File: src/rtl/bsfr_pkg.sv
// shared types, constants and the crc-8 byte fold for the frame receiver
// no dependencies; imported by every module of the block
package bsfr_pkg;

    localparam int MAX_FRAME_BYTES = 1024;
    localparam int CNT_W = $clog2(MAX_FRAME_BYTES + 1);
    localparam int LIMIT_W = 11;
    localparam int CMP_W = (CNT_W > LIMIT_W) ? CNT_W : LIMIT_W;
    localparam int IDX_W = 10;
    localparam int Q_DEPTH = 2;
    localparam int Q_PTR_W = (Q_DEPTH > 1) ? $clog2(Q_DEPTH) : 1;
    localparam int Q_LVL_W = $clog2(Q_DEPTH + 1);

    localparam logic [7:0] FLAG_START = 8'h7F;
    localparam logic [7:0] FLAG_STOP  = 8'h7E;
    localparam logic [7:0] FLAG_ESC   = 8'h7D;
    localparam logic [7:0] ESC_XOR    = 8'h20;

    localparam logic [7:0]         POLY_RESET  = 8'h07;
    localparam logic [LIMIT_W-1:0] LIMIT_RESET = LIMIT_W'(1024);

    localparam logic [1:0] REG_CRC_POLY    = 2'd0;
    localparam logic [1:0] REG_FRAME_LIMIT = 2'd1;

    typedef enum logic [1:0] {
        CODE_START = 2'd0,
        CODE_STOP  = 2'd1,
        CODE_ESC   = 2'd2,
        CODE_DATA  = 2'd3
    } item_code_t;

    typedef struct packed {
        item_code_t code;
        logic [7:0] rx_byte;
    } item_t;

    typedef enum logic [1:0] {
        KIND_DATA     = 2'd0,
        KIND_GOOD     = 2'd1,
        KIND_BAD      = 2'd2,
        KIND_OVERFLOW = 2'd3
    } kind_t;

    typedef struct packed {
        kind_t            kind;
        logic [7:0]       data_byte;
        logic [IDX_W-1:0] byte_index;
        logic [IDX_W-1:0] payload_length;
    } result_t;

    typedef struct packed {
        logic [7:0]         crc_polynomial;
        logic [LIMIT_W-1:0] frame_limit;
    } cfg_t;

    typedef struct packed {
        logic full;
        logic empty;
    } q_stat_t;

    typedef enum logic {
        ST_HUNT  = 1'b0,
        ST_FRAME = 1'b1
    } rx_state_t;

    function automatic logic [7:0] crc8_fold(input logic [7:0] crc, input logic [7:0] data,
                                             input logic [7:0] poly);
        logic [7:0] c;
        c = crc ^ data;
        for (int b = 0; b < 8; b++) begin
            c = c[7] ? ({c[6:0], 1'b0} ^ poly) : {c[6:0], 1'b0};
        end
        return c;
    endfunction

endpackage

File: src/rtl/bsfr_front.sv
// front stage: takes received bytes and tags them as start, stop, escape or data
// depends on bsfr_pkg
module bsfr_front
    import bsfr_pkg::*;
(
    input  logic       aclk,
    input  logic       aresetn,
    input  logic       in_valid,
    output logic       in_ready,
    input  logic [7:0] in_byte,
    output logic       out_valid,
    input  logic       out_ready,
    output item_t      out_item
);

    logic  valid_reg, valid_next;
    item_t item_reg, item_next;
    item_t classified;

    always_comb begin
        classified.rx_byte = in_byte;
        case (in_byte)
            FLAG_START: classified.code = CODE_START;
            FLAG_STOP:  classified.code = CODE_STOP;
            FLAG_ESC:   classified.code = CODE_ESC;
            default:    classified.code = CODE_DATA;
        endcase
    end

    assign in_ready = !valid_reg || out_ready;

    always_comb begin
        valid_next = valid_reg;
        item_next  = item_reg;
        if (in_ready) begin
            valid_next = in_valid;
            if (in_valid) begin
                item_next = classified;
            end
        end
    end

    always_ff @(posedge aclk) begin
        if (!aresetn) begin
            valid_reg <= 1'b0;
        end else begin
            valid_reg <= valid_next;
        end
        item_reg <= item_next;
    end

    assign out_valid = valid_reg;
    assign out_item  = item_reg;

endmodule

File: src/rtl/bsfr_queue.sv
// short queue of tagged bytes between the front and back stages
// depends on bsfr_pkg
module bsfr_queue
    import bsfr_pkg::*;
(
    input  logic    aclk,
    input  logic    aresetn,
    input  logic    in_valid,
    output logic    in_ready,
    input  item_t   in_item,
    output logic    out_valid,
    input  logic    out_ready,
    output item_t   out_item,
    output q_stat_t stat
);

    item_t               mem_reg [Q_DEPTH];
    logic [Q_PTR_W-1:0]  wr_ptr_reg, wr_ptr_next;
    logic [Q_PTR_W-1:0]  rd_ptr_reg, rd_ptr_next;
    logic [Q_LVL_W-1:0]  level_reg, level_next;
    logic                push, pop;

    function automatic logic [Q_PTR_W-1:0] ptr_inc(input logic [Q_PTR_W-1:0] p);
        return (p == Q_PTR_W'(Q_DEPTH - 1)) ? '0 : p + 1'b1;
    endfunction

    assign stat.full  = (level_reg == Q_LVL_W'(Q_DEPTH));
    assign stat.empty = (level_reg == '0);
    assign in_ready   = !stat.full;
    assign out_valid  = !stat.empty;
    assign push       = in_valid && !stat.full;
    assign pop        = out_ready && !stat.empty;
    assign out_item   = mem_reg[rd_ptr_reg];

    always_comb begin
        wr_ptr_next = push ? ptr_inc(wr_ptr_reg) : wr_ptr_reg;
        rd_ptr_next = pop ? ptr_inc(rd_ptr_reg) : rd_ptr_reg;
        level_next  = level_reg;
        if (push && !pop) begin
            level_next = level_reg + 1'b1;
        end else if (pop && !push) begin
            level_next = level_reg - 1'b1;
        end
    end

    always_ff @(posedge aclk) begin
        if (!aresetn) begin
            wr_ptr_reg <= '0;
            rd_ptr_reg <= '0;
            level_reg  <= '0;
        end else begin
            wr_ptr_reg <= wr_ptr_next;
            rd_ptr_reg <= rd_ptr_next;
            level_reg  <= level_next;
        end
        if (push) begin
            mem_reg[wr_ptr_reg] <= in_item;
        end
    end

endmodule

File: src/rtl/bsfr_back.sv
// back stage: frame state, unescaping, crc-8 and byte count, with the result register
// depends on bsfr_pkg
module bsfr_back
    import bsfr_pkg::*;
(
    input  logic    aclk,
    input  logic    aresetn,
    input  cfg_t    cfg,
    input  logic    in_valid,
    output logic    in_ready,
    input  item_t   in_item,
    output logic    out_valid,
    input  logic    out_ready,
    output result_t out_result
);

    rx_state_t        state_reg, state_next;
    logic             esc_reg, esc_next;
    logic [CNT_W-1:0] count_reg, count_next;
    logic [7:0]       crc_reg, crc_next;
    logic             valid_reg, valid_next;
    result_t          result_reg, result_next;

    logic             take;
    logic [7:0]       data_byte;
    logic [CMP_W-1:0] count_ext;
    logic [CMP_W-1:0] limit_ext;
    logic [CMP_W-1:0] eff_limit;
    logic [CMP_W-1:0] length_ext;
    logic             at_limit;

    assign in_ready = !valid_reg || out_ready;
    assign take     = in_valid && in_ready;

    assign data_byte  = esc_reg ? (in_item.rx_byte ^ ESC_XOR) : in_item.rx_byte;
    assign count_ext  = CMP_W'(count_reg);
    assign limit_ext  = CMP_W'(cfg.frame_limit);
    assign eff_limit  = (limit_ext > CMP_W'(MAX_FRAME_BYTES)) ? CMP_W'(MAX_FRAME_BYTES)
                                                               : limit_ext;
    assign at_limit   = (count_ext >= eff_limit);
    assign length_ext = count_ext - 1'b1;

    always_comb begin
        state_next = state_reg;
        if (take) begin
            case (state_reg)
                ST_HUNT: begin
                    if (in_item.code == CODE_START) state_next = ST_FRAME;
                end
                ST_FRAME: begin
                    if (in_item.code == CODE_STOP) begin
                        state_next = ST_HUNT;
                    end else if (in_item.code == CODE_DATA && at_limit) begin
                        state_next = ST_HUNT;
                    end
                end
                default: state_next = ST_HUNT;
            endcase
        end
    end

    always_comb begin
        esc_next    = esc_reg;
        count_next  = count_reg;
        crc_next    = crc_reg;
        valid_next  = valid_reg && !out_ready;
        result_next = result_reg;
        if (take) begin
            case (state_reg)
                ST_HUNT: begin
                    if (in_item.code == CODE_START) begin
                        esc_next   = 1'b0;
                        count_next = '0;
                        crc_next   = '0;
                    end
                end
                ST_FRAME: begin
                    case (in_item.code)
                        CODE_STOP: begin
                            esc_next    = 1'b0;
                            valid_next  = 1'b1;
                            result_next = '0;
                            if (count_reg != '0 && crc_reg == '0) begin
                                result_next.kind           = KIND_GOOD;
                                result_next.payload_length = length_ext[IDX_W-1:0];
                            end else begin
                                result_next.kind = KIND_BAD;
                            end
                        end
                        CODE_START: begin
                            esc_next   = 1'b0;
                            count_next = '0;
                            crc_next   = '0;
                        end
                        CODE_ESC: begin
                            esc_next = 1'b1;
                        end
                        default: begin
                            esc_next    = 1'b0;
                            valid_next  = 1'b1;
                            result_next = '0;
                            if (at_limit) begin
                                result_next.kind = KIND_OVERFLOW;
                            end else begin
                                result_next.kind       = KIND_DATA;
                                result_next.data_byte  = data_byte;
                                result_next.byte_index = count_ext[IDX_W-1:0];
                                count_next = count_reg + 1'b1;
                                crc_next   = crc8_fold(crc_reg, data_byte,
                                                       cfg.crc_polynomial);
                            end
                        end
                    endcase
                end
                default: ;
            endcase
        end
    end

    always_ff @(posedge aclk) begin
        if (!aresetn) begin
            state_reg <= ST_HUNT;
            esc_reg   <= 1'b0;
            count_reg <= '0;
            crc_reg   <= '0;
            valid_reg <= 1'b0;
        end else begin
            state_reg <= state_next;
            esc_reg   <= esc_next;
            count_reg <= count_next;
            crc_reg   <= crc_next;
            valid_reg <= valid_next;
        end
        result_reg <= result_next;
    end

    assign out_valid  = valid_reg;
    assign out_result = result_reg;

endmodule

File: src/rtl/byte_stuffed_frame_receiver_crc8_core.sv
// top level of the byte-stuffed frame receiver with crc-8 check
// depends on bsfr_pkg, bsfr_front, bsfr_queue, bsfr_back
//
//   channel  dir  handshake            payload
//   s_       in   s_tvalid/s_tready    s_tdata: rx_byte
//   m_       out  m_tvalid/m_tready    m_tuser: kind; m_tdata: data_byte, index, length
//   cfg_     in   cfg_valid/cfg_ready  cfg_index: register, cfg_data: value
//
// one byte per cycle sustained while m_ accepts; a taken byte passes the front register
// and the queue, its report then sits in the back result register; crc fold is combinational
// sync reset clears control state; registers go to polynomial 7 and limit 1024
// either side may stall on its own; the queue and result register absorb the slack
// config writes are always accepted and meant for idle periods only
module byte_stuffed_frame_receiver_crc8_core
    import bsfr_pkg::*;
(
    input  logic         aclk,
    input  logic         aresetn,
    input  logic         s_tvalid,
    output logic         s_tready,
    input  logic [7:0]   s_tdata,   // [7:0] rx_byte
    output logic         m_tvalid,
    input  logic         m_tready,
    output logic [31:0]  m_tdata,   // [7:0] data_byte, [17:8] byte_index, [27:18] payload_length
    output logic [1:0]   m_tuser,   // [1:0] kind
    input  logic         cfg_valid,
    output logic         cfg_ready,
    input  logic [1:0]   cfg_index,
    input  logic [10:0]  cfg_data
);

    cfg_t    cfg_reg, cfg_next;
    logic    fr_valid, fr_ready;
    item_t   fr_item;
    logic    q_valid, q_ready;
    item_t   q_item;
    q_stat_t q_stat;
    result_t result;

    assign cfg_ready = 1'b1;

    always_comb begin
        cfg_next = cfg_reg;
        if (cfg_valid && cfg_ready) begin
            case (cfg_index)
                REG_CRC_POLY:    cfg_next.crc_polynomial = cfg_data[7:0];
                REG_FRAME_LIMIT: cfg_next.frame_limit    = cfg_data[LIMIT_W-1:0];
                default: ;
            endcase
        end
    end

    always_ff @(posedge aclk) begin
        if (!aresetn) begin
            cfg_reg.crc_polynomial <= POLY_RESET;
            cfg_reg.frame_limit    <= LIMIT_RESET;
        end else begin
            cfg_reg <= cfg_next;
        end
    end

    bsfr_front u_front (
        .aclk      (aclk),
        .aresetn   (aresetn),
        .in_valid  (s_tvalid),
        .in_ready  (s_tready),
        .in_byte   (s_tdata),
        .out_valid (fr_valid),
        .out_ready (fr_ready),
        .out_item  (fr_item)
    );

    bsfr_queue u_queue (
        .aclk      (aclk),
        .aresetn   (aresetn),
        .in_valid  (fr_valid),
        .in_ready  (fr_ready),
        .in_item   (fr_item),
        .out_valid (q_valid),
        .out_ready (q_ready),
        .out_item  (q_item),
        .stat      (q_stat)
    );

    bsfr_back u_back (
        .aclk       (aclk),
        .aresetn    (aresetn),
        .cfg        (cfg_reg),
        .in_valid   (q_valid),
        .in_ready   (q_ready),
        .in_item    (q_item),
        .out_valid  (m_tvalid),
        .out_ready  (m_tready),
        .out_result (result)
    );

    assign m_tuser = result.kind;
    assign m_tdata = {4'b0000, result.payload_length, result.byte_index, result.data_byte};

    a_reset_no_output: assert property (@(posedge aclk) !aresetn |=> !m_tvalid)
        else $error("result valid right after reset");

    a_beat_reaches_front: assert property (@(posedge aclk) disable iff (!aresetn)
        (s_tvalid && s_tready) |=> fr_valid)
        else $error("accepted beat missing from front register");

    a_front_holds: assert property (@(posedge aclk) disable iff (!aresetn)
        (fr_valid && !fr_ready) |=> (fr_valid && $stable(fr_item)))
        else $error("front item changed while queue was full");

    a_queue_status: assert property (@(posedge aclk) disable iff (!aresetn)
        !(q_stat.full && q_stat.empty))
        else $error("queue reports full and empty together");

    a_good_fields: assert property (@(posedge aclk) disable iff (!aresetn)
        (m_tvalid && m_tuser == KIND_GOOD) |-> (m_tdata[17:0] == 18'd0))
        else $error("good frame result carries byte fields");

endmodule

File: config.mk
export PLATFORM = sky130hd
export DESIGN_NAME = byte_stuffed_frame_receiver_crc8_core
export DESIGN_NICKNAME = d
export VERILOG_FILES = /design/src/rtl/bsfr_pkg.sv /design/src/rtl/bsfr_front.sv /design/src/rtl/bsfr_queue.sv /design/src/rtl/bsfr_back.sv /design/src/rtl/byte_stuffed_frame_receiver_crc8_core.sv
export SDC_FILE = /design/constraint.sdc
export NUM_CORES = 1
export LEC_CHECK = 0
export BUFFER_PORTS_ARGS = -buffer_cell sky130_fd_sc_hd__buf_2
export CAP_MARGIN = 20
export CORE_MARGIN = 2
export CORE_UTILIZATION = 50
export DETAILED_ROUTE_END_ITERATION = 7
export PLACE_DENSITY = 0.8
export SETUP_SLACK_MARGIN = 0.02
export SYNTH_ARGS = -nofsm -noshare
export SYNTH_HDL_FRONTEND = slang
export SYNTH_SLANG_ARGS = --single-unit
File: constraint.sdc
create_clock -name aclk -period 5.4 [get_ports aclk]
set_clock_uncertainty 0.15 [all_clocks]
set_input_delay 1.08 -clock aclk [delete_from_list [all_inputs] [get_ports aclk]]
set_output_delay 1.08 -clock aclk [all_outputs]
set_load 0.02 [all_outputs]
**Yosys cells after proc, flatten, opt, wreduce, memory -nomap -nowiden**

Memories as Yosys holds them, arrays and structs flattened. A register that Yosys moved wholly into a read port is not among the register bits.
Cells that the tools add are included.

- $lt $le $gt $ge: 2
- Reduce and logical (&&, ||, !) cells: 30
- Bitwise logic cells: 12
- Muxes and demuxes: 42
- Add/sub/neg operators: 6
- Eq/ne operators: 11

Operator list:

| operator | count |
|---|---|
| 8-bit 2-to-1 mux | 10 |
| 8-bit bitwise XOR | 9 |
| 30-bit one-hot mux with 2 select lines | 1 |
| 11-bit one-hot mux with 2 select lines | 2 |
| 11-bit 2-to-1 mux | 3 |
| 8-bit one-hot mux with 2 select lines | 2 |
| 8-bit by 7-bit equality test with 1-bit output (second input constant) | 3 |
| 18-bit 2-to-1 mux | 1 |
| 1-bit 2-to-1 mux | 14 |
| 11-bit by 1-bit adder with 11-bit output (second input constant) | 1 |
| 11-bit greater-or-equal comparator | 1 |
| 11-bit > comparator (second input constant) | 1 |
| 11-bit nonzero test | 1 |
| 10-bit 2-to-1 mux | 1 |
| 10-bit by 1-bit subtractor with 10-bit output (second input constant) | 1 |
| 8-bit logical NOT | 1 |
| 2-bit 2-to-1 mux | 4 |
| 2-bit AND reduction | 4 |
| 1-bit logical AND | 7 |
| 1-bit logical NOT | 7 |
| 2-bit equality test (second input constant) | 3 |
| 2-bit logical NOT | 3 |
| 6-bit 2-to-1 mux | 1 |
| 2-bit one-hot mux with 3 select lines | 1 |
| other kinds (14) | 21 |

- Register bits: 86
- Input port bits: 26
- Memory bits (writable): 20
- Logic and storage cells: 121
- Memories: 1
- Output and inout port bits: 37

Memory list:

| memory | words | width | read ports | clocked after Yosys merged registers in | write ports | line | RTL |
|---|---|---|---|---|---|---|---|
| u_queue.mem_reg | 2 | 10 | 1 | 1 | 1 | bsfr_queue.sv:17 | `item_t mem_reg [Q_DEPTH];` |

**Depth between registers and ports, before layout**

Gate-level depths: netlist of the first run.

- Depth after elaboration: 22
- Depth in mapped cells: 19
- Mapped depth without buffers: 17

**By module**

From an unflattened synthesis of the first run, not the netlist that was laid out.

- Cells, all modules: 661
- Area total of the unflattened synthesis: 6641.4 um^2

Modules (own cells, without submodules):

| module | instances | cells an instance | seq. area each (um^2) | area an instance (um^2) |
|---|---|---|---|---|
| bsfr_back | 1 | 500 | 1341.3 | 4506.8 |
| bsfr_queue | 1 | 58 | 700.7 | 954.7 |
| byte_stuffed_frame_receiver_crc8_core | 1 | 85 | 380.4 | 805.8 |
| bsfr_front | 1 | 18 | 320.3 | 374.1 |

**Least setup slack after synthesis of the first run**

No wires, ideal clock.

- Kind: reg-to-reg
- From: register (tool-made name)
- To: register u_back.crc_reg[3]
- Arrival: 3.708 ns
- Buffers on the path: 2
- Setup time: 0.117 ns
- Cell stages (with the launch flop): 16
- Clock period less this slack: 3.974 ns
- Data required time: 5.133 ns
- Setup slack: 1.426 ns
- Cells stage by stage: dfxtp_1 buf_6 mux2i_4 xor2_2 a21o_1 a31oi_4 or3_4 buf_6 a32o_1 nor3_4 mux2i_2 xnor2_4 xor3_2 nand2_1 xnor2_1 a22o_1

RTL lines:

| what | line | RTL |
|---|---|---|
| end signal, assigned | bsfr_back.sv:131 | `crc_reg <= crc_next;` |
| end, declared | bsfr_back.sv:20 | `logic [7:0] crc_reg, crc_next;` |

==> impl_metrics.csv, run 1 <==
group,metric,value,unit
status,status,"finished, final reports clean",
yosys,async_reset_ff_frac,0,
yosys,syn_area,6430,sq um
power_and_ir_drop,swShare,0.341,
yosys,ys_warn_count,0,
placed_design,routabilityCongestion,0.922,
yosys,yosysSeqAreaShare,0.426,
layout,fin_nets,745,
clock_tree,cts_tree,"built",
grt,grt_remaining_overflow,0,
power_and_ir_drop,clkPwrFrac,0.280,
power_and_ir_drop,seqPwrFrac,0.371,
setup_path,path_class,"register to register",
layout,largest_reg_flops,30,
grt,grt_usage,0.216,
run,drv_cap,0,
route,num_vias,5139,
floorplan,initial_utilization,0.512,
floorplan,die_area,13800,sq um
power_and_ir_drop,pwr-share-comb,0.349,
setup_path,crit_path_end_kind,"register",
setup_path,r2r_cells,14,
grt,grt_max_degree,34,
clock_tree,cts-root-buf,"clkbuf_16",
clock_tree,cts_setup_buffers,0,
clock_tree,worstSkewPairLatency,0.36,ns
power_and_ir_drop,internal_power,1660,uW
layout,drive_gt1_frac,0.166,
worst_hold_path,hold_depth,0,
timing,max_freq,210,MHz
floorplan,rows,41,
floorplan,die_h,117,microns
worst_hold_path,hp-class,"register to register",
grt,grt_pass1_wl,24200,microns
yosys,synth-seq-cells,107,
power_and_ir_drop,switchingPower,859,uW
timing,slew-limit-headroom,0.428,
timing,setup_viol,0,
layout,synthToLayoutAreaGrowth,11.0,%
clock_tree,h-tree-depth,3,
floorplan,design.core.area,12600,sq um
clock_tree,cts_buffers,9,
floorplan,io_pins,63,
clock_tree,clk_pin_slew,0.08,ns
clock_tree,clock-sinks,107,
timing,hold_viol_final,0,
setup_path,worstSetupStartpointType,"register",
route,ant_nets,0,
timing,tns,0,ns
power_and_ir_drop,pwr_density_cell,353,nW/um^2
placed_design,io_buffers,57,
yosys,syn_avg_cell_area,9.76,sq um
timing,rsz0062_at_grt,"no",
timing,finalMaxSlewViolations,0,
power_and_ir_drop,power,2520,uW
route,drtIter0Drc,402,
power_and_ir_drop,max-vdd-ir-drop,0.000243,V
route,drc,0,
timing,period_share,0.883,
route,dr.pass1.iters,6,
yosys,synth_cells,659,
timing,layout_min_cycle_time,4.77,ns
setup_path,crit_fanout,15,
clock_tree,hold_buffers,0,
yosys,synth_cell_types,79,
clock_tree,post_cts_resized,0,
clock_tree,clockBufferDepth,2,
timing,holdWs,0.294,ns
placed_design,dpl.hpwl,10700,microns
yosys,synth_edf_count,60,
setup_path,worstPathArrival,4.87,ns
power_and_ir_drop,p_leak,0.00276,uW
timing,tightest_slew,0.854,ns
setup_path,required,5.51,ns
route,wl_per_cell,16.9,microns
grt,first_global_vias,4846,
route,finalWirelength,14800,microns
grt,antenna_found_initial,0,
route,viasPerCell,5.86,
yosys,synthFlopType,"edfxtp_1",
layout,diodes,0,
floorplan,fp.dieW,117,microns
[path summary, 6_finish.rpt]
check | start | endpoint | slack, ns
worst max-delay path | register | u_back.crc_reg[4] | 0.63
worst min-delay path | u_front.out_item[4] | u_queue.mem_reg[1][4] | 0.29
worst max register to register | register | u_back.crc_reg[4] | 0.63
worst min register to register | u_front.out_item[4] | u_queue.mem_reg[1][4] | 0.29
[area by class of cell]
class,instances,area (sq um)
sequential,107,2740
tap,172,215
multi-input combinational,498,3430
timing repair buffer,67,360
clock buffer,9,225
inverter,17,63.8
clock inverter,7,100
fill,1068,5430
[synth_stat cells (9+ instances only)]
cell      count  area (sq um)
nand3b_1     10          75.1
a21oi_1      31           155
o21ai_0      35           175
nand2_1      72           270
clkbuf_1     22          82.6
edfxtp_1     60          1800
nor2_1       79           297
nor3_1       10          50.1
ha_1         19           238
xor2_1       13           114
dfxtp_1      47           941
and2_1       12          75.1
nand3_1      23           115
or3_1         9          56.3
mux2i_1      23           230
o21a_1        9          67.6
a22o_1        9          78.8
inv_1        15          56.3
xnor2_1      33           289
[per-layer routing]
layer / wire, microns / vias up / part of all wire / GRT usage
met4: 413 / 0 / 0.028 / 0.0986
met3: 833 / 39 / 0.056 / 0.0389
li1: - / 2444 / - / -
met5: 0 / - / 0 / 0
met2: 7400 / 207 / 0.50 / 0.366
met1: 6170 / 2449 / 0.42 / 0.268
[cell families (layout without fill, tap and decap cells)]
group           Yosys count  after routing  synth area share
fa+ha+maj                19             19            0.0370
mux                      26             26            0.0449
simple gates            255            255             0.192
compound gates          135            135             0.154
other cells               2              5           0.00117
buf+inv                  57            100            0.0422
xor+xnor                 58             58             0.103
flops                   107            107             0.426
[critical path: stages (launching register included)]
cell      delay (ns)
dfxtp_1         0.40
mux2i_4         0.25
xnor2_2         0.57
a22oi_1         0.22
a221oi_2        0.43
or2_1           0.42
o21ai_0         0.15
nor3b_1         0.46
a31oi_4         0.22
xor2_4          0.34
nand2_1         0.13
xnor3_1         0.38
xnor2_1         0.22
xnor2_1         0.13
a22o_1          0.20
[metrics by stage]
| step | cell area [sq um] | setup WS [ns] | util | instances |
|---|---|---|---|---|
| floorplan | 6440 | 1.43 | - | 662 |
| global placement | 6810 | 1.00 | 0.542 | 861 |
| detailed placement | 6810 | 0.795 | 0.542 | 861 |
| CTS | 7140 | 0.748 | 0.568 | 877 |
| global route | 7140 | 0.390 | 0.568 | 877 |
| finish | 7140 | 0.633 | 0.568 | 877 |
[power groups by stage]
stage	logic (uW)	registers, uW	clock network [uW]
floorplan	734	936	0
global route	947	938	743
global placement	834	948	0
detailed placement	859	951	0
CTS	871	933	714
finish	880	933	705
[cell usage in the layout (no fill, tap or decap), drive strengths merged, types with 4 or more instances in the layout]
cell type and count:
a211oi 5, a21oi 31, a22o 9, a31oi 5, a32o 4, a32oi 4
and2 12, and3 8, buf 67, clkbuf 9, clkinv 4, conb 5
dfxtp 47, edfxtp 60, ha 19, inv 19, mux2i 26, nand2 75
nand3 23, nand3b 10, nand4 5, nor2 80, nor3 11, nor3b 4
nor4 9, o21a 9, o21ai 37, or3 10, xnor2 39, xor2 15
(Power assumes the default switching activity.)
==> inputs of run 2 (changes only) <==
- CAP_MARGIN: 20 -> 5
- clock period: 5.4 -> 5 ns (I/O delays scaled with it)
==> impl_metrics.csv, run 2 (synthesis gave the netlist of run 1 again) <==
group,metric,value,unit
status,status,"finished, final reports clean",
setup_path,r2r_end,"u_back.crc_reg[5]",
clock_tree,post_cts_resized,0,
clock_tree,hold_buffers,0,
grt,first_global_vias,4969,
worst_hold_path,hp-class,"register to register",
clock_tree,cts_tree,"built",
timing,slew-limit-headroom,0.395,
worst_hold_path,holdCritStartpoint,"u_front.out_item[7]",
setup_path,worstPathArrival,4.71,ns
setup_path,worstSetupStartpointType,"register",
power_and_ir_drop,switchingPower,910,uW
grt,antenna_found_initial,0,
setup_path,cp_slowest_cell,"nor2_1",
setup_path,crit_path_cell_trace,"mux2i_4, xor2_2, nand3_1, and4_4, nor2_1, nor4_1, a211o_1, o31a_1, or3_1, mux2i_1, xor3_2, nand2_1, xnor2_1, a22o_1",
worst_hold_path,hold_depth,0,
power_and_ir_drop,pwr-share-comb,0.358,
setup_path,cpLargestDelayFamily,"simple AND/OR/NAND/NOR gates",
floorplan,io_pins,63,
clock_tree,cts_buffers,9,
route,drtIter0Drc,475,
grt,grt_max_degree,34,
clock_tree,cts-root-buf,"clkbuf_16",
grt,grt_usage,0.224,
placed_design,io_buffers,57,
route,wl_per_cell,17.1,microns
setup_path,rrSetupSlack,0.39,ns
run,drv_cap,0,
timing,tns,0,ns
floorplan,design.core.area,12600,sq um
power_and_ir_drop,swShare,0.344,
setup_path,crit_fanout,13,
route,viasPerCell,5.75,
layout,layout_common_cells,"78 x nor2_1, 72 x nand2_1, 60 x edfxtp_1",
timing,rsz0062_at_grt,"no",
floorplan,initial_utilization,0.512,
timing,tightest_slew,0.904,ns
clock_tree,worstSkewPairLatency,0.36,ns
route,ant_nets,0,
layout,fin_nets,748,
power_and_ir_drop,p_leak,0.00275,uW
placed_design,dpl.hpwl,10900,microns
layout,stdcell_area,7120,sq um
timing,max_freq,217,MHz
clock_tree,h-tree-depth,3,
placed_design,routabilityCongestion,0.944,
power_and_ir_drop,seqPwrFrac,0.382,
clock_tree,clk_pin_slew,0.08,ns
power_and_ir_drop,power,2650,uW
clock_tree,clock-sinks,107,
layout,synthToLayoutAreaGrowth,10.7,%
power_and_ir_drop,internal_power,1740,uW
setup_path,r2r_cells,14,
grt,grt_remaining_overflow,0,
layout,drive_gt1_frac,0.168,
layout,largest_reg_flops,30,
grt,grt_pass1_wl,24800,microns
route,dr.pass1.iters,6,
setup_path,cpPeakStageDelay,0.70,ns
clock_tree,cts_setup_buffers,0,
placed_design,dpl_cell_area,6840,sq um
timing,hold_viol_final,0,
floorplan,die_h,117,microns
setup_path,path_class,"register to register",
floorplan,die_area,13800,sq um
route,finalWirelength,15000,microns
floorplan,rows,41,
layout,diodes,0,
timing,period_share,0.921,
power_and_ir_drop,pwr_density_cell,372,nW/um^2
worst_hold_path,hold-path-endpoint,"u_queue.mem_reg[1][7]",
route,drc,0,
timing,layout_min_cycle_time,4.61,ns
route,num_vias,5064,
setup_path,required,5.11,ns
timing,finalMaxSlewViolations,0,
power_and_ir_drop,clkPwrFrac,0.260,
setup_path,crit_path_end_kind,"register",
floorplan,fp.dieW,117,microns
power_and_ir_drop,max-vdd-ir-drop,0.000185,V
timing,setup_viol,0,
clock_tree,clockBufferDepth,2,
layout,final_common_cell,"nor2_1",
setup_path,path_buf_inv,0,
==> run 2: cell types whose count changed in the layout (fill, tap and decap cells not counted) <==
cell,delta
clkinv_8,-1
clkinv_4,-1
buf_4,+3
bufinv_16,-1
inv_8,-1
inv_6,+1
clkbuf_1,+1
clkinvlp_4,+1
clkinv_2,+1
==> run 2: worst max path at each step <==
stage	end	slack, ns	depth (start not counted)
2_1_floorplan	u_back.crc_reg[3]	1.03	15
3_3_place_gp	u_back.crc_reg[5]	0.58	15
3_5_place_dp	u_back.crc_reg[6]	0.45	14
4_1_cts	u_back.crc_reg[5]	0.45	14
5_1_grt	u_back.crc_reg[6]	0.04	14
6_report	u_back.crc_reg[5]	0.39	14
==> run 2: per-layer routing <==
metal | GRT usage | vias up | share of wire
li1 | - | 2446 | -
met1 | 0.286 | 2396 | 0.43
met2 | 0.383 | 190 | 0.49
met3 | 0.0418 | 32 | 0.054
met4 | 0.0783 | 0 | 0.021
met5 | 0 | - | 0
==> run 2: final cells by class <==
type,instances,area (sq um)
Sequential cell,107,2740
Clock buffer,10,229
Multi-Input combinational cell,498,3430
Fill cell,1076,5450
Timing Repair Buffer,70,383
Clock inverter,6,55.1
Tap cell,172,215
Inverter,17,63.8
==> run 2: metrics by stage <==
step,utilization,setup slack [ns],cells,hold slack [ns]
floorplan,-,1.03,662,0.271
global placement,0.544,0.580,864,0.275
detailed placement,0.544,0.454,864,0.288
CTS,0.566,0.451,880,0.306
global route,0.566,0.0351,880,0.325
finish,0.566,0.394,880,0.304
==> run 2: power by group through the flow <==
stage / sequential (uW) / combinational (uW) / clock [uW]
2_1_floorplan: 1010 / 793 / 0
3_3_place_gp: 1030 / 910 / 0
3_5_place_dp: 1030 / 932 / 0
4_1_cts: 1010 / 939 / 696
5_1_grt: 1020 / 1040 / 730
6_report: 1010 / 948 / 689
==> inputs of run 3 (changes only) <==
- ABC_AREA: default -> 1
==> impl_metrics.csv, run 3 <==
group,metric,value,unit
status,status,"finished, final reports clean",
layout,final_common_cell,"nand2_1",
floorplan,initial_utilization,0.508,
floorplan,die_h,114,microns
floorplan,design.core.area,11900,sq um
grt,grt_remaining_overflow,0,
layout,finalNonFillerCells,985,
floorplan,fp.dieW,114,microns
yosys,synth_edf_count,60,
clock_tree,clk_pin_slew,0.07,ns
clock_tree,cts-root-buf,"clkbuf_16",
clock_tree,clock-sinks,107,
timing,period_share,0.833,
grt,antenna_found_initial,0,
route,finalWirelength,13600,microns
yosys,netlist.area_leader.share,0.299,
power_and_ir_drop,p_leak,0.00297,uW
placed_design,dpl.hpwl,9920,microns
clock_tree,cts_setup_buffers,0,
run,drv_cap,0,
clock_tree,cts_buffers,9,
clock_tree,worstSkewPairLatency,0.36,ns
timing,layout_min_cycle_time,4.17,ns
timing,hold_viol_final,0,
grt,grt_max_degree,29,
yosys,ys_top_cells_by_count,"204 x nand2_1, 93 x inv_1, 81 x nor2_1, 74 x nand3_1, 60 x edfxtp_1",
yosys,synth_most_common_cell,"nand2_1",
route,dr.pass1.iters,5,
worst_hold_path,hold-path-endpoint,"u_queue.mem_reg[0][0]",
floorplan,rows,40,
route,wl_per_cell,13.8,microns
setup_path,rrSetupSlack,0.83,ns
yosys,syn_area,6020,sq um
setup_path,worstSetupStartpointType,"register",
setup_path,cpPeakStageDelay,0.58,ns
worst_hold_path,hold_depth,0,
setup_path,r2r_end,"u_back.crc_reg[2]",
power_and_ir_drop,max-vdd-ir-drop,0.000319,V
grt,first_global_vias,4859,
floorplan,io_pins,63,
layout,largest_reg_flops,30,
route,drc,0,
yosys,yosysTopAreaCell,"edfxtp_1",
setup_path,crit_path_end_kind,"register",
layout,drive_gt1_frac,0.126,
layout,stdcell_area,6640,sq um
yosys,yosysSeqAreaShare,0.455,
timing,setup_viol,0,
route,drtIter0Drc,378,
yosys,syn_avg_cell_area,7.65,sq um
clock_tree,clockBufferDepth,2,
timing,finalMaxSlewViolations,0,
yosys,synth_cell_types,37,
timing,holdWs,0.304,ns
placed_design,dpl_cell_area,6370,sq um
placed_design,io_buffers,57,
yosys,async_reset_ff_frac,0,
clock_tree,h-tree-depth,3,
setup_path,required,5.12,ns
grt,grt_usage,0.220,
yosys,synth-seq-cells,107,
setup_path,worstPathArrival,4.29,ns
placed_design,routabilityCongestion,0.913,
clock_tree,cts_tree,"built",
setup_path,cp_common_cell,"nand2_2",
route,viasPerCell,5.29,
yosys,ys_warn_count,0,
power_and_ir_drop,power,2850,uW
timing,slew-limit-headroom,0.455,
yosys,synth_area_leaders,"edfxtp_1 30%, dfxtp_1 16%, nand2_1 13%",
layout,synthToLayoutAreaGrowth,10.3,%
timing,tightest_slew,0.815,ns
setup_path,r2r_cells,26,
clock_tree,post_cts_resized,0,
power_and_ir_drop,pwr_density_cell,430,nW/um^2
layout,fin_nets,878,
setup_path,path_class,"register to register",
route,num_vias,5211,
setup_path,crit_fanout,14,
setup_path,cp_slowest_cell,"dfxtp_1",
placed_design,post-place-cells,969,
floorplan,die_area,12900,sq um
timing,rsz0062_at_grt,"no",
layout,diodes,0,
layout,layout_common_cells,"204 x nand2_1, 93 x inv_1, 81 x nor2_1",
worst_hold_path,holdCritStartpoint,"u_front.out_item[0]",
timing,tns,0,ns
timing,max_freq,240,MHz
worst_hold_path,hp-class,"register to register",
yosys,synth_cells,787,
yosys,synthFlopType,"edfxtp_1",
route,ant_nets,0,
grt,grt_pass1_wl,22600,microns
clock_tree,hold_buffers,0,
## run 3: cell count changes in the layout (fill, tap and decap cells not counted), moves of 10 or more
cell,before,now
nand2_1,72,204
inv_1,15,93
nand3_1,23,74
xnor2_1,33,7
mux2i_1,23,0
a21oi_1,31,46
and2_1,12,0
nand2_2,3,14
buf_4,13,3
nand3b_1,10,0
## run 3: critical path: cells and delay by family (launching register included)
kind / cells / cell delay [ns]
and+or+nand+nor: 22 / 2.79
DFF: 1 / 0.58
buffers and inverters: 3 / 0.36
AOI/OAI and AO/OA: 1 / 0.15
## run 3: kinds of logic after synthesis
family,Yosys count,synth area share
AND/OR/NAND/NOR,406,0.293
buffers and inverters,129,0.0902
flip-flops,107,0.455
AO/OA/AOI/OAI,105,0.0935
XOR/XNOR,19,0.0276
adder cells (fa/ha/maj),19,0.0395
other,2,0.00125
## run 3: through the flow
step | utilization | setup WS, ns
finish | 0.560 | 0.833
global route | 0.560 | 0.381
CTS | 0.560 | 0.870
detailed placement | 0.537 | 0.888
global placement | 0.537 | 1.02
floorplan | - | 0.911
## run 3: worst max path at each step
stage | end | slack (ns) | cells past startpoint
4_1_cts | u_back.crc_reg[2] | 0.87 | 26
2_1_floorplan | u_back.out_result[0] | 0.91 | 4
6_report | u_back.crc_reg[2] | 0.83 | 26
3_3_place_gp | u_back.crc_reg[6] | 1.02 | 26
3_5_place_dp | u_back.crc_reg[2] | 0.89 | 26
5_1_grt | u_back.crc_reg[2] | 0.38 | 26
## run 3: metal layers
metal	vias up	GRT usage	routed length, microns
met5	-	0	0
met3	27	0.0494	934
met1	2362	0.301	6150
li1	2646	-	-
met4	0	0.0805	330
met2	176	0.344	6140
## run 3: area by class of cell
class	count	area (sq um)
clock buffers	10	229
flip-flops and latches	107	2740
clock inverters	6	47.5
fillers	1058	5220
well taps	147	184
repair buffers	60	308
multi-input cells	554	2750
inverters	101	379
## run 3: where the power goes
group	total (uW)	switching [uW]	internal [uW]	leakage [uW]
Clock	671	327	343	0.000134
Sequential	1030	44.9	984	0.000923
Combinational	1150	777	377	0.00191
Total	2850	1150	1700	0.00297
